==> src/design/tpd_pkg.sv <==
package tpd_pkg;

  // Configuration register indexes
  localparam logic [2:0] CFG_NEW_FORMAT    = 3'd0;
  localparam logic [2:0] CFG_EXTENDED_CAPS = 3'd1;
  localparam logic [2:0] CFG_FOUR_BUTTONS  = 3'd2;
  localparam logic [2:0] CFG_MULTI_FINGER  = 3'd3;
  localparam logic [2:0] CFG_PALM_DETECT   = 3'd4;
  localparam logic [2:0] CFG_EXTRA_COUNT   = 3'd5;
  localparam logic [2:0] CFG_RESYNC_LIMIT  = 3'd6;

  // Byte positions within a packet
  localparam logic [2:0] BYTE_FIRST  = 3'd0;
  localparam logic [2:0] BYTE_SECOND = 3'd1;
  localparam logic [2:0] BYTE_FOURTH = 3'd3;
  localparam logic [2:0] BYTE_FIFTH  = 3'd4;
  localparam logic [2:0] BYTE_LAST   = 3'd5;

  // Sync patterns
  localparam logic [7:0] NEW_MASK      = 8'hC8;
  localparam logic [7:0] NEW_HEAD_SYNC = 8'h80;
  localparam logic [7:0] NEW_MID_SYNC  = 8'hC0;
  localparam logic [7:0] OLD_MASK      = 8'hC0;
  localparam logic [7:0] OLD_HEAD_SYNC = 8'hC0;
  localparam logic [7:0] OLD_MID_SYNC  = 8'h80;
  localparam logic [7:0] OLD_ZERO_MASK = 8'h60;

  localparam logic [7:0]  LOSS_MAX    = 8'd255;
  localparam logic [13:0] Y_FLIP_BASE = 14'(4448 + 1408);
  localparam logic [7:0]  TOUCH_ON    = 8'd30;
  localparam logic [7:0]  TOUCH_OFF   = 8'd25;
  localparam logic [3:0]  WIDTH_DEFAULT = 4'd5;
  localparam logic [3:0]  WIDTH_PALM_MIN = 4'd4;
  localparam logic [3:0]  EXTRA_MIN   = 4'd2;
  localparam logic [3:0]  EXTRA_MAX   = 4'd8;

  // Queue between front and back
  localparam int QUEUE_DEPTH = 2;
  localparam int QPTR_W = $clog2(QUEUE_DEPTH);
  localparam int QCNT_W = $clog2(QUEUE_DEPTH + 1);

  typedef enum logic [1:0] {
    KIND_TOUCH      = 2'd0,
    KIND_LOST       = 2'd1,
    KIND_LOST_LIMIT = 2'd2
  } kind_t;

  typedef struct packed {
    logic       new_format;
    logic       extended_caps;
    logic       four_buttons;
    logic       multi_finger;
    logic       palm_detect;
    logic [3:0] extra_button_count;
    logic [7:0] resync_limit;
  } cfg_t;

  typedef struct packed {
    logic            lost;
    logic            limit;
    logic [5:0][7:0] bytes;
  } job_t;

endpackage

==> src/design/touchpad_packet_decoder_top.sv <==
// Channel  | Handshake                  | Payload
// ---------+----------------------------+------------------------------------------
// input    | byte_valid / byte_stall    | data_byte
// result   | result_valid / result_stall| kind, positions, pressure, buttons, ...
// config   | cfg_write                  | cfg_index, cfg_data
//
// One byte is taken every cycle while byte_stall is low. A result is written to the
// queue at the edge that takes its last byte (or bad sync byte), moves to the output
// register when that register is free, and waits there while result_stall is high.
// A two-word queue separates byte checking from decoding; byte_stall rises only
// when that queue is full. Reset is synchronous and clears the byte position,
// loss count, touch bit, queue and configuration to their reset values.
module touchpad_packet_decoder_top
  import tpd_pkg::*;
(
  input  logic               clk,
  input  logic               rst,
  input  logic               cfg_write,
  input  logic [2:0]         cfg_index,
  input  logic [7:0]         cfg_data,
  input  logic               byte_valid,
  output logic               byte_stall,
  input  logic [7:0]         data_byte,
  output logic               result_valid,
  input  logic               result_stall,
  output logic [1:0]         kind,
  output logic               position_valid,
  output logic [12:0]        x_position,
  output logic signed [13:0] y_position,
  output logic [7:0]         pressure,
  output logic               touching,
  output logic [3:0]         tool_width,
  output logic [1:0]         finger_count,
  output logic [3:0]         main_buttons,
  output logic [7:0]         extra_buttons,
  output logic               extra_valid
);

  cfg_t cfg;
  logic push;
  job_t push_job;
  logic full;
  logic empty;
  logic pop;
  job_t head;

  always_ff @(posedge clk) begin
    if (rst) begin
      cfg.new_format         <= 1'b1;
      cfg.extended_caps      <= 1'b0;
      cfg.four_buttons       <= 1'b0;
      cfg.multi_finger       <= 1'b0;
      cfg.palm_detect        <= 1'b0;
      cfg.extra_button_count <= 4'd0;
      cfg.resync_limit       <= 8'd0;
    end else if (cfg_write) begin
      unique case (cfg_index)
        CFG_NEW_FORMAT:    cfg.new_format         <= cfg_data[0];
        CFG_EXTENDED_CAPS: cfg.extended_caps      <= cfg_data[0];
        CFG_FOUR_BUTTONS:  cfg.four_buttons       <= cfg_data[0];
        CFG_MULTI_FINGER:  cfg.multi_finger       <= cfg_data[0];
        CFG_PALM_DETECT:   cfg.palm_detect        <= cfg_data[0];
        CFG_EXTRA_COUNT:   cfg.extra_button_count <= cfg_data[3:0];
        CFG_RESYNC_LIMIT:  cfg.resync_limit       <= cfg_data;
        default: ;
      endcase
    end
  end

  tpd_front u_front (
    .clk        (clk),
    .rst        (rst),
    .cfg        (cfg),
    .byte_valid (byte_valid),
    .byte_stall (byte_stall),
    .data_byte  (data_byte),
    .queue_full (full),
    .push       (push),
    .push_job   (push_job)
  );

  tpd_queue u_queue (
    .clk      (clk),
    .rst      (rst),
    .push     (push),
    .push_job (push_job),
    .full     (full),
    .pop      (pop),
    .empty    (empty),
    .head     (head)
  );

  tpd_back u_back (
    .clk            (clk),
    .rst            (rst),
    .cfg            (cfg),
    .empty          (empty),
    .head           (head),
    .pop            (pop),
    .result_valid   (result_valid),
    .result_stall   (result_stall),
    .kind           (kind),
    .position_valid (position_valid),
    .x_position     (x_position),
    .y_position     (y_position),
    .pressure       (pressure),
    .touching       (touching),
    .tool_width     (tool_width),
    .finger_count   (finger_count),
    .main_buttons   (main_buttons),
    .extra_buttons  (extra_buttons),
    .extra_valid    (extra_valid)
  );

endmodule

==> src/design/tpd_front.sv <==
module tpd_front
  import tpd_pkg::*;
(
  input  logic       clk,
  input  logic       rst,
  input  cfg_t       cfg,
  input  logic       byte_valid,
  output logic       byte_stall,
  input  logic [7:0] data_byte,
  input  logic       queue_full,
  output logic       push,
  output job_t       push_job
);

  logic [2:0]      byte_index;
  logic [2:0]      byte_index_next;
  logic [4:0][7:0] pkt;
  logic [7:0]      loss_count;
  logic [7:0]      loss_count_next;
  logic            accept;
  logic            bad;
  logic            limit_hit;

  assign byte_stall = queue_full;
  assign accept     = byte_valid && !queue_full;

  always_comb begin
    bad = 1'b0;
    unique case (byte_index)
      BYTE_FIRST: begin
        bad = cfg.new_format ? ((data_byte & NEW_MASK) != NEW_HEAD_SYNC)
                             : ((data_byte & OLD_MASK) != OLD_HEAD_SYNC);
      end
      BYTE_SECOND, BYTE_FIFTH: begin
        bad = !cfg.new_format && ((data_byte & OLD_ZERO_MASK) != 8'd0);
      end
      BYTE_FOURTH: begin
        bad = cfg.new_format ? ((data_byte & NEW_MASK) != NEW_MID_SYNC)
                             : ((data_byte & OLD_MASK) != OLD_MID_SYNC);
      end
      default: bad = 1'b0;
    endcase
  end

  always_comb begin
    loss_count_next = loss_count;
    byte_index_next = byte_index;
    limit_hit       = 1'b0;
    if (bad) begin
      byte_index_next = BYTE_FIRST;
      if (loss_count != LOSS_MAX) begin
        loss_count_next = loss_count + 8'd1;
        limit_hit = (cfg.resync_limit != 8'd0) && (loss_count_next == cfg.resync_limit);
      end
    end else if (byte_index == BYTE_LAST) begin
      byte_index_next = BYTE_FIRST;
      loss_count_next = 8'd0;
    end else begin
      byte_index_next = byte_index + 3'd1;
    end
  end

  assign push           = accept && (bad || byte_index == BYTE_LAST);
  assign push_job.lost  = bad;
  assign push_job.limit = limit_hit;
  assign push_job.bytes = {data_byte, pkt};

  always_ff @(posedge clk) begin
    if (rst) begin
      byte_index <= BYTE_FIRST;
      loss_count <= 8'd0;
    end else if (accept) begin
      byte_index <= byte_index_next;
      loss_count <= loss_count_next;
    end
  end

  // store bytes one to five until the packet completes
  always_ff @(posedge clk) begin
    if (accept && !bad && byte_index != BYTE_LAST) begin
      pkt[byte_index] <= data_byte;
    end
  end

endmodule

==> src/design/tpd_queue.sv <==
module tpd_queue
  import tpd_pkg::*;
(
  input  logic clk,
  input  logic rst,
  input  logic push,
  input  job_t push_job,
  output logic full,
  input  logic pop,
  output logic empty,
  output job_t head
);

  job_t              mem [QUEUE_DEPTH];
  logic [QPTR_W-1:0] wr_ptr;
  logic [QPTR_W-1:0] rd_ptr;
  logic [QCNT_W-1:0] count;

  assign full  = (count == QCNT_W'(QUEUE_DEPTH));
  assign empty = (count == '0);
  assign head  = mem[rd_ptr];

  always_ff @(posedge clk) begin
    if (push) begin
      mem[wr_ptr] <= push_job;
    end
  end

  always_ff @(posedge clk) begin
    if (rst) begin
      wr_ptr <= '0;
      rd_ptr <= '0;
      count  <= '0;
    end else begin
      if (push) begin
        wr_ptr <= (wr_ptr == QPTR_W'(QUEUE_DEPTH - 1)) ? '0 : wr_ptr + QPTR_W'(1);
      end
      if (pop) begin
        rd_ptr <= (rd_ptr == QPTR_W'(QUEUE_DEPTH - 1)) ? '0 : rd_ptr + QPTR_W'(1);
      end
      if (push && !pop) begin
        count <= count + QCNT_W'(1);
      end else if (pop && !push) begin
        count <= count - QCNT_W'(1);
      end
    end
  end

endmodule

==> src/design/tpd_back.sv <==
module tpd_back
  import tpd_pkg::*;
(
  input  logic               clk,
  input  logic               rst,
  input  cfg_t               cfg,
  input  logic               empty,
  input  job_t               head,
  output logic               pop,
  output logic               result_valid,
  input  logic               result_stall,
  output logic [1:0]         kind,
  output logic               position_valid,
  output logic [12:0]        x_position,
  output logic signed [13:0] y_position,
  output logic [7:0]         pressure,
  output logic               touching,
  output logic [3:0]         tool_width,
  output logic [1:0]         finger_count,
  output logic [3:0]         main_buttons,
  output logic [7:0]         extra_buttons,
  output logic               extra_valid
);

  logic       touch_state;
  logic       touch_next;
  logic [7:0] b0, b1, b2, b3, b4, b5;
  logic [12:0] x, y;
  logic [7:0]  z;
  logic [3:0]  w;
  logic        left, right, up, down;
  logic [7:0]  extra;
  logic [3:0]  nx;
  logic        nx_ok;
  logic [3:0]  width;
  logic [1:0]  fingers;

  assign pop = !empty && (!result_valid || !result_stall);

  assign b0 = head.bytes[0];
  assign b1 = head.bytes[1];
  assign b2 = head.bytes[2];
  assign b3 = head.bytes[3];
  assign b4 = head.bytes[4];
  assign b5 = head.bytes[5];

  assign nx    = cfg.extra_button_count & 4'hE;
  assign nx_ok = (nx >= EXTRA_MIN) && (nx <= EXTRA_MAX);

  always_comb begin
    up    = 1'b0;
    down  = 1'b0;
    extra = 8'd0;
    left  = b0[0];
    right = b0[1];
    if (cfg.new_format) begin
      x = {b3[4], b1[3:0], b4};
      y = {b3[5], b1[7:4], b5};
      z = b2;
      w = {b0[5:4], b0[2], b3[2]};
      if (cfg.extended_caps && cfg.four_buttons) begin
        up   = b3[0] ^ left;
        down = b3[1] ^ right;
      end
      if (nx_ok && (b3[1] != right)) begin
        for (int i = 0; i < 4; i++) begin
          if (4'(2 * i) < nx) begin
            extra[2*i]   = b4[i];
            extra[2*i+1] = b5[i];
          end
        end
      end
    end else begin
      x = {b1[4:0], b2};
      y = {b4[4:0], b5};
      z = {b0[5:4], b3[5:0]};
      w = {b1[7], 1'b0, b0[2], 1'b0};
    end
  end

  always_comb begin
    fingers = 2'd0;
    width   = 4'd0;
    if (z != 8'd0) begin
      fingers = 2'd1;
      width   = WIDTH_DEFAULT;
      if (cfg.extended_caps) begin
        if (w <= 4'd1 && cfg.multi_finger) fingers = w[1:0] + 2'd2;
        if (w >= WIDTH_PALM_MIN && cfg.palm_detect) width = w;
      end
    end
  end

  // hysteresis: set above the on level, clear below the off level, else hold
  always_comb begin
    touch_next = touch_state;
    if (z > TOUCH_ON) touch_next = 1'b1;
    if (z < TOUCH_OFF) touch_next = 1'b0;
  end

  always_ff @(posedge clk) begin
    if (rst) begin
      result_valid <= 1'b0;
      touch_state  <= 1'b0;
    end else begin
      if (pop) begin
        result_valid <= 1'b1;
        if (!head.lost) touch_state <= touch_next;
      end else if (!result_stall) begin
        result_valid <= 1'b0;
      end
    end
  end

  always_ff @(posedge clk) begin
    if (pop) begin
      if (head.lost) begin
        kind           <= head.limit ? KIND_LOST_LIMIT : KIND_LOST;
        position_valid <= 1'b0;
        x_position     <= 13'd0;
        y_position     <= 14'sd0;
        pressure       <= 8'd0;
        touching       <= 1'b0;
        tool_width     <= 4'd0;
        finger_count   <= 2'd0;
        main_buttons   <= 4'd0;
        extra_buttons  <= 8'd0;
        extra_valid    <= 1'b0;
      end else begin
        kind           <= KIND_TOUCH;
        position_valid <= (z != 8'd0);
        x_position     <= (z != 8'd0) ? x : 13'd0;
        y_position     <= (z != 8'd0) ? signed'(Y_FLIP_BASE - {1'b0, y}) : 14'sd0;
        pressure       <= z;
        touching       <= touch_next;
        tool_width     <= width;
        finger_count   <= fingers;
        main_buttons   <= {down, up, right, left};
        extra_buttons  <= extra;
        extra_valid    <= nx_ok;
      end
    end
  end

endmodule

==> config.mk <==
export PLATFORM = sky130hd
export DESIGN_NAME = touchpad_packet_decoder_top
export DESIGN_NICKNAME = d
export VERILOG_FILES = /design/src/design/tpd_pkg.sv /design/src/design/touchpad_packet_decoder_top.sv /design/src/design/tpd_front.sv /design/src/design/tpd_queue.sv /design/src/design/tpd_back.sv
export SDC_FILE = /design/constraint.sdc
export NUM_CORES = 1
export LEC_CHECK = 0
export BUFFER_PORTS_ARGS = -buffer_cell sky130_fd_sc_hd__buf_2
export CAP_MARGIN = 20
export CORE_MARGIN = 2
export CORE_UTILIZATION = 46
export DETAILED_ROUTE_END_ITERATION = 6
export GPL_TIMING_DRIVEN = 0
export PLACE_DENSITY = 0.73
export RECOVER_POWER = 25
export SLEW_MARGIN = 15
export SYNTH_ARGS = -nofsm -noshare
export SYNTH_HDL_FRONTEND = slang
export SYNTH_SLANG_ARGS = --single-unit
==> constraint.sdc <==
create_clock -name clk -period 5.94 [get_ports clk]
set_input_delay 1.485 -clock clk [delete_from_list [all_inputs] [get_ports clk]]
set_output_delay 1.485 -clock clk [all_outputs]
set_load 0.03 [all_outputs]
==> results.py, run 1 <==
metrics = {
    "worst_hold_path": {
        "holdCritStartpoint": "u_front.push_job[9]",
        "hold_depth": 0,
        "whs_endpoint": "u_queue.mem[0][9]",
        "hp-class": "reg2reg",
    },
    "clock_tree": {
        "postCtsSetupBuffers": 0,
        "cts_tree": "done",
        "cts-root-buf": "clkbuf_16",
        "post_cts_resized": 0,
        "clkLatencyLatePin_ns": 0.50,
        "htree_levels": 1,
        "cts.sinks": 217,
        "clkTransAtPathRegs_ns": 0.06,
        "ctsHoldBuffers": 0,
        "clockBufferDepth": 3,
        "numCtsBuffers": 20,
    },
    "sta": {
        "finalHoldViolations": 0,
        "worst_slack_ns": 2.19,
        "worst_pin_slew_ns": 0.940,
        "slew_headroom_pct": 37.3,
        "timing.final.crit_share_pct": 63.1,
        "drv_slew": 0,
        "rsz0062_at_grt": "false",
        "clock_skew_ns": 0.0193,
        "setup_viol": 0,
        "period_needed_ns": 3.75,
        "fmax_ghz": 0.267,
        "fin_tns_setup_ns": 0,
    },
    "floorplanning": {
        "die_area_mm2": 0.0206,
        "fp.dieW_um": 144,
        "core-area_mm2": 0.0193,
        "io_pins": 84,
        "rows": 51,
        "die_h_um": 144,
        "initial_utilization_pct": 46.5,
    },
    "finish": {
        "layoutNonFillerInstCount": 1036,
        "nets": 785,
        "antenna_cells": 0,
        "nFillCells": 1570,
        "multiInputGateArea_mm2": 0.00260,
        "syn2layout_area_growth_pct": 17.6,
        "drive_above_1_share_pct": 20.8,
        "register_area_mm2": 0.00618,
    },
    "route": {
        "vias_per_cell": 5.28,
        "num_vias": 5470,
        "ant_nets": 0,
        "drtIter0Drc": 515,
        "drc": 0,
        "routed_wl_um": 18200,
        "routedWlPerCell_um": 17.6,
        "firstDrtPassIters": 7,
    },
    "logic_synthesis": {
        "synth_area_leaders": "edfxtp_1 (61%), dfxtp_1 (7.6%), mux2i_1 (5.4%)",
        "yosysTopAreaCellShare_pct": 61.3,
        "synthArstFlopShare_pct": 0,
        "syn_area_mm2": 0.00896,
        "synth-edff-count": 183,
        "synthCells": 647,
        "synth-seq-cells": 217,
        "synth_area_per_cell_um2": 13.9,
        "ys_top_cells_by_count": "edfxtp_1 (183), nor2_1 (61), mux2i_1 (48)",
        "synth_nets": 675,
        "synth_flop_cell": "edfxtp_1",
        "yosysTopAreaCell": "edfxtp_1",
        "synth_cell_type_count": 66,
        "synth.most_common_cell": "edfxtp_1",
        "synth_warnings": 0,
        "yosysSeqAreaShare_pct": 68.9,
    },
    "critical_path": {
        "crit_required_ns": 6.13,
        "worst_setup_path_start_kind": "primary input",
        "r2r-end": "u_front.push_job[29]",
        "reg2regPathDepth": 9,
        "cp_max_fo": 28,
        "r2r_slack_ns": 2.68,
        "end_kind": "register",
        "critPathKind": "in2reg",
        "timing.rr.start": "u_front.byte_index[0]",
        "cp.arrival_ns": 3.94,
    },
    "place": {
        "port-buffer-count": 82,
        "dp_hpwl_um": 13000,
        "dpl_worst_slack_ns": 1.80,
        "place_inst": 1000,
        "gp_congestion": 0.799,
    },
    "pwr": {
        "p_total_uw": 4880,
        "power_density_mw_per_mm2": 463,
        "p_leak_uw": 0.00371,
        "ir_worst_vdd_mv": 0.178,
    },
    "global_routing": {
        "antenna_found_initial": 0,
        "grt_overflow": 0,
        "grt_first_pass_wirelength_um": 27800,
        "grt_use_total_pct": 17.5,
        "grt_pass1_vias": 5038,
        "grt_max_degree": 30,
    },
    "job": {
        "max-cap-violations": 0,
    },
    "run_status": {
        "status": "completed",
    },
}
## registers in the layout, indices dropped and copies added (netlist names), 2 cells and up, named ones only
register	count
u_back.main_buttons	4
u_front.loss_count	8
u_queue.mem	90
u_back.y_position	14
u_front.push_job	35
u_back.kind	2
u_back.x_position	13
u_back.tool_width	4
u_queue.count	2
cfg	16
u_back.extra_buttons	8
u_front.byte_index	3
u_back.finger_count	2
u_back.pressure	8
## where the power goes
group          internal, uW  total (uW)  switching, uW
Clock                   819        1360            541
Combinational           423        1390            967
Sequential             2040        2130           92.2
## worst max-delay path: stages
cell and delay [ns]:
clkbuf_1 0.39, nor2_1 0.10, or4_4 0.54, nand2_1 0.10, o221ai_1 0.41, nor2_4 0.62, buf_12 0.27
## how the worst max path moves through the flow
stage,slack [ns],end,startpoint
5_1_grt,1.99,u_queue.mem[0][44],data_byte[5]
4_1_cts,2.31,u_front.push_job[29],data_byte[6]
6_report,2.19,u_queue.mem[0][10],data_byte[5]
2_1_floorplan,0.31,u_queue.count[1],result_stall
3_5_place_dp,1.80,u_front.push_job[28],data_byte[6]
3_3_place_gp,-0.82,u_queue.count[1],result_stall
## cell type report
cell class | instances | area share, %
multi-input cells | 388 | 24.6
clock inverters | 15 | 1.72
flip-flops and latches | 217 | 58.6
inverters | 15 | 0.534
repair buffers | 88 | 4.74
well taps | 265 | 3.15
plain buffers | 27 | 1.63
clock buffers | 21 | 4.99
## metrics by stage
stage	cell area, um^2	util (%)	hold WS [ns]
floorplan	8960	-	0.421
global placement	9710	50.4	0.422
detailed placement	9840	51.1	0.429
CTS	10500	54.7	0.442
global route	10500	54.7	0.452
finish	10500	54.7	0.441
## kinds of logic (layout without fill, tap and decap cells)
| logic type | after synthesis | in the layout | share of synthesized area [%] |
|---|---|---|---|
| buffers and inverters | 42 | 166 | 2.54 |
| muxes | 59 | 59 | 7.12 |
| DFF | 217 | 217 | 68.9 |
| xor gates and xnor gates | 26 | 26 | 2.54 |
| and+or+nand+nor | 204 | 204 | 11.3 |
| adders and majority gates | 4 | 4 | 0.558 |
| AOI/OAI and AO/OA | 95 | 95 | 7.02 |
## per-layer routing
layer / vias up / GRT usage, % / part of all wire (%)
met5: - / 0 / 0
met4: 0 / 5.06 / 2.0
met3: 25 / 2.90 / 6.1
met2: 197 / 28.3 / 47
met1: 2617 / 24.7 / 44
li1: 2631 / - / -
## layout by cell type, fill, tap and decap left out, types with 11 or more instances in the layout
master	synthesis	routed
clkbuf_1	9	16
and2_1	12	12
xnor2_1	15	15
nand2_1	46	46
xor2_1	11	11
nand3_1	13	13
nor3_1	19	17
edfxtp_1	183	183
nor2_1	61	59
a211oi_1	15	15
dfxtp_1	34	34
clkbuf_16	0	21
mux2i_1	48	48
inv_1	13	13
o21ai_0	15	15
buf_2	9	86
a21oi_1	30	29
Note: power is estimated with default switching activity, not from simulation.
==> run 2, diff against run 1 <==
--- a/config.mk
+++ b/config.mk
@@ -11,7 +11,7 @@
 export CORE_UTILIZATION = 46
 export DETAILED_ROUTE_END_ITERATION = 6
 export GPL_TIMING_DRIVEN = 0
-export PLACE_DENSITY = 0.73
+export PLACE_DENSITY = 0.7
 export RECOVER_POWER = 25
 export SLEW_MARGIN = 15
 export SYNTH_ARGS = -nofsm -noshare
==> constraint.sdc (replaced) <==
create_clock -name clk -period 3.75 [get_ports clk]
set_input_delay 0.9375 -clock clk [delete_from_list [all_inputs] [get_ports clk]]
set_output_delay 0.9375 -clock clk [all_outputs]
set_load 0.03 [all_outputs]
==> run 2 against run 1 <==
Compared with the run above:
- wire length increased by 3.1%
- clock power rose by 60%
- die area unchanged
- clock-buffer cell count grew 4
- critical path depth did not move
- final area grew 0.18%
- hold slack worse by 0.0016 ns
- first-iteration DRC count down 7.6%
- critical endpoint is now u_queue.mem[1][2]
==> results.py, run 2 (same netlist as run 1, synthesis figures left out) <==
metrics = {
    "run_status": {
        "status": "completed",
    },
    "critical_path": {
        "slowest_stage": "nor2_4",
        "worst_setup_path_start_kind": "primary input",
        "r2r-end": "u_back.y_position[10]",
        "crit_family": "simple AND/OR/NAND/NOR gates",
        "cp.arrival_ns": 3.49,
        "crit_required_ns": 3.96,
        "path_cells": "clkbuf_1 -> nor2_1 -> or4_4 -> nand2_1 -> o221ai_1 -> nor2_4 -> buf_16",
        "critPathKind": "in2reg",
        "critPathBufInv": 2,
        "crit_path_max_incr_delay_ns": 0.73,
        "end_kind": "register",
        "reg2regPathDepth": 11,
        "r2r_slack_ns": 0.51,
        "cp_max_fo": 24,
    },
    "place": {
        "place_inst": 1000,
        "port-buffer-count": 82,
        "gp_congestion": 0.893,
        "dpl_worst_slack_ns": -0.00711,
        "dp_hpwl_um": 13600,
        "dpl-instance-area_mm2": 0.00985,
    },
    "sta": {
        "worst_slack_ns": 0.471,
        "fin_tns_setup_ns": 0,
        "slew_headroom_pct": 36.4,
        "finalHoldViolations": 0,
        "whs_ns": 0.439,
        "setup_viol": 0,
        "worst_pin_slew_ns": 0.955,
        "drv_slew": 0,
        "clock_skew_ns": 0.0163,
        "rsz0062_at_grt": "false",
        "period_needed_ns": 3.28,
        "fmax_ghz": 0.305,
        "timing.final.crit_share_pct": 87.5,
    },
    "finish": {
        "regMostFlops": "u_queue.mem",
        "syn2layout_area_growth_pct": 17.8,
        "antenna_cells": 0,
        "layout_commonest_cell": "edfxtp_1",
        "final_cell_mix": "edfxtp_1 (183), buf_2 (86), nor2_1 (59)",
        "nFillCells": 1553,
        "drive_above_1_share_pct": 20.2,
        "layoutNonFillerInstCount": 1039,
        "largest_register_ffs": 90,
        "nets": 787,
        "postLayoutCellArea_mm2": 0.0106,
    },
    "clock_tree": {
        "cts_tree": "done",
        "clkTransAtPathRegs_ns": 0.06,
        "htree_levels": 1,
        "ctsHoldBuffers": 0,
        "clkLatencyLatePin_ns": 0.50,
        "numCtsBuffers": 21,
        "cts-root-buf": "clkbuf_16",
        "postCtsSetupBuffers": 0,
        "cts.sinks": 217,
        "clockBufferDepth": 3,
        "post_cts_resized": 0,
    },
    "worst_hold_path": {
        "holdCritStartpoint": "u_front.push_job[25]",
        "hold_depth": 0,
        "hp-class": "reg2reg",
        "whs_endpoint": "u_queue.mem[1][25]",
    },
    "global_routing": {
        "grt_first_pass_wirelength_um": 29000,
        "grt_use_total_pct": 18.2,
        "grt_max_degree": 29,
        "antenna_found_initial": 0,
        "grt_pass1_vias": 5463,
        "grt_overflow": 0,
    },
    "route": {
        "num_vias": 5639,
        "drtIter0Drc": 476,
        "drc": 0,
        "routed_wl_um": 18800,
        "routedWlPerCell_um": 18.1,
        "vias_per_cell": 5.43,
        "firstDrtPassIters": 5,
        "ant_nets": 0,
    },
    "floorplanning": {
        "core-area_mm2": 0.0193,
        "io_pins": 84,
        "rows": 51,
        "die_area_mm2": 0.0206,
        "fp.dieW_um": 144,
        "initial_utilization_pct": 46.5,
        "die_h_um": 144,
    },
    "pwr": {
        "ir_worst_vdd_mv": 0.286,
        "p_leak_uw": 0.00371,
        "power_density_mw_per_mm2": 737,
    },
    "job": {
        "max-cap-violations": 0,
    },
}
[run 2: cell count changes in the layout (fill, tap and decap cells not counted), moves of 2 or more]
cell	change
clkinv_2	-6
buf_16	+2
clkinv_1	+3
clkbuf_1	+4
buf_12	-2
[run 2: worst max path at each step]
| stage | from | slack (ns) | cells after the start | end |
|---|---|---|---|---|
| CTS | u_front.byte_index[0] | 0.35 | 8 | u_front.push_job[27] |
| global route | register | 0.22 | 11 | u_back.y_position[10] |
| floorplan | data_byte[5] | -0.44 | 5 | u_queue.mem[0][0] |
| global placement | data_byte[6] | -1.83 | 6 | u_queue.mem[1][10] |
| finish | data_byte[5] | 0.47 | 7 | u_queue.mem[1][2] |
| detailed placement | data_byte[6] | -0.007 | 6 | u_front.push_job[25] |
[run 2: metrics by stage]
step                total power [uW]  utilization, %
floorplan                       4960               -
detailed placement              5670            51.1
global placement                5530            50.4
finish                          7780            54.8
global route                    8110            54.8
CTS                             7830            54.8
[run 2: where the power goes]
part | total [uW] | switching (uW) | internal [uW] | leakage [uW]
registers | 3390 | 152 | 3230 | 0.00199
clock network | 2170 | 864 | 1310 | 0.000333
logic | 2220 | 1550 | 676 | 0.00138
total | 7780 | 2560 | 5220 | 0.00371
[run 2: area by class of cell]
type / count / area (um^2) / share of cell area [%]
Sequential cell: 217 / 6180 / 58.5
Multi-Input combinational cell: 388 / 2590 / 24.5
Buffer: 27 / 171 / 1.62
Clock buffer: 25 / 541 / 5.12
Timing Repair Buffer: 89 / 519 / 4.92
Inverter: 15 / 56.3 / 0.533
Tap cell: 265 / 332 / 3.14
Clock inverter: 13 / 170 / 1.61
[run 2: layer usage]
metal,vias to the layer above,routed length [um],GRT usage [%]
met2,212,9070,30.5
met1,2729,8090,24.1
met4,0,548,6.45
li1,2657,-,-
met5,-,0,0
met3,41,1050,3.03
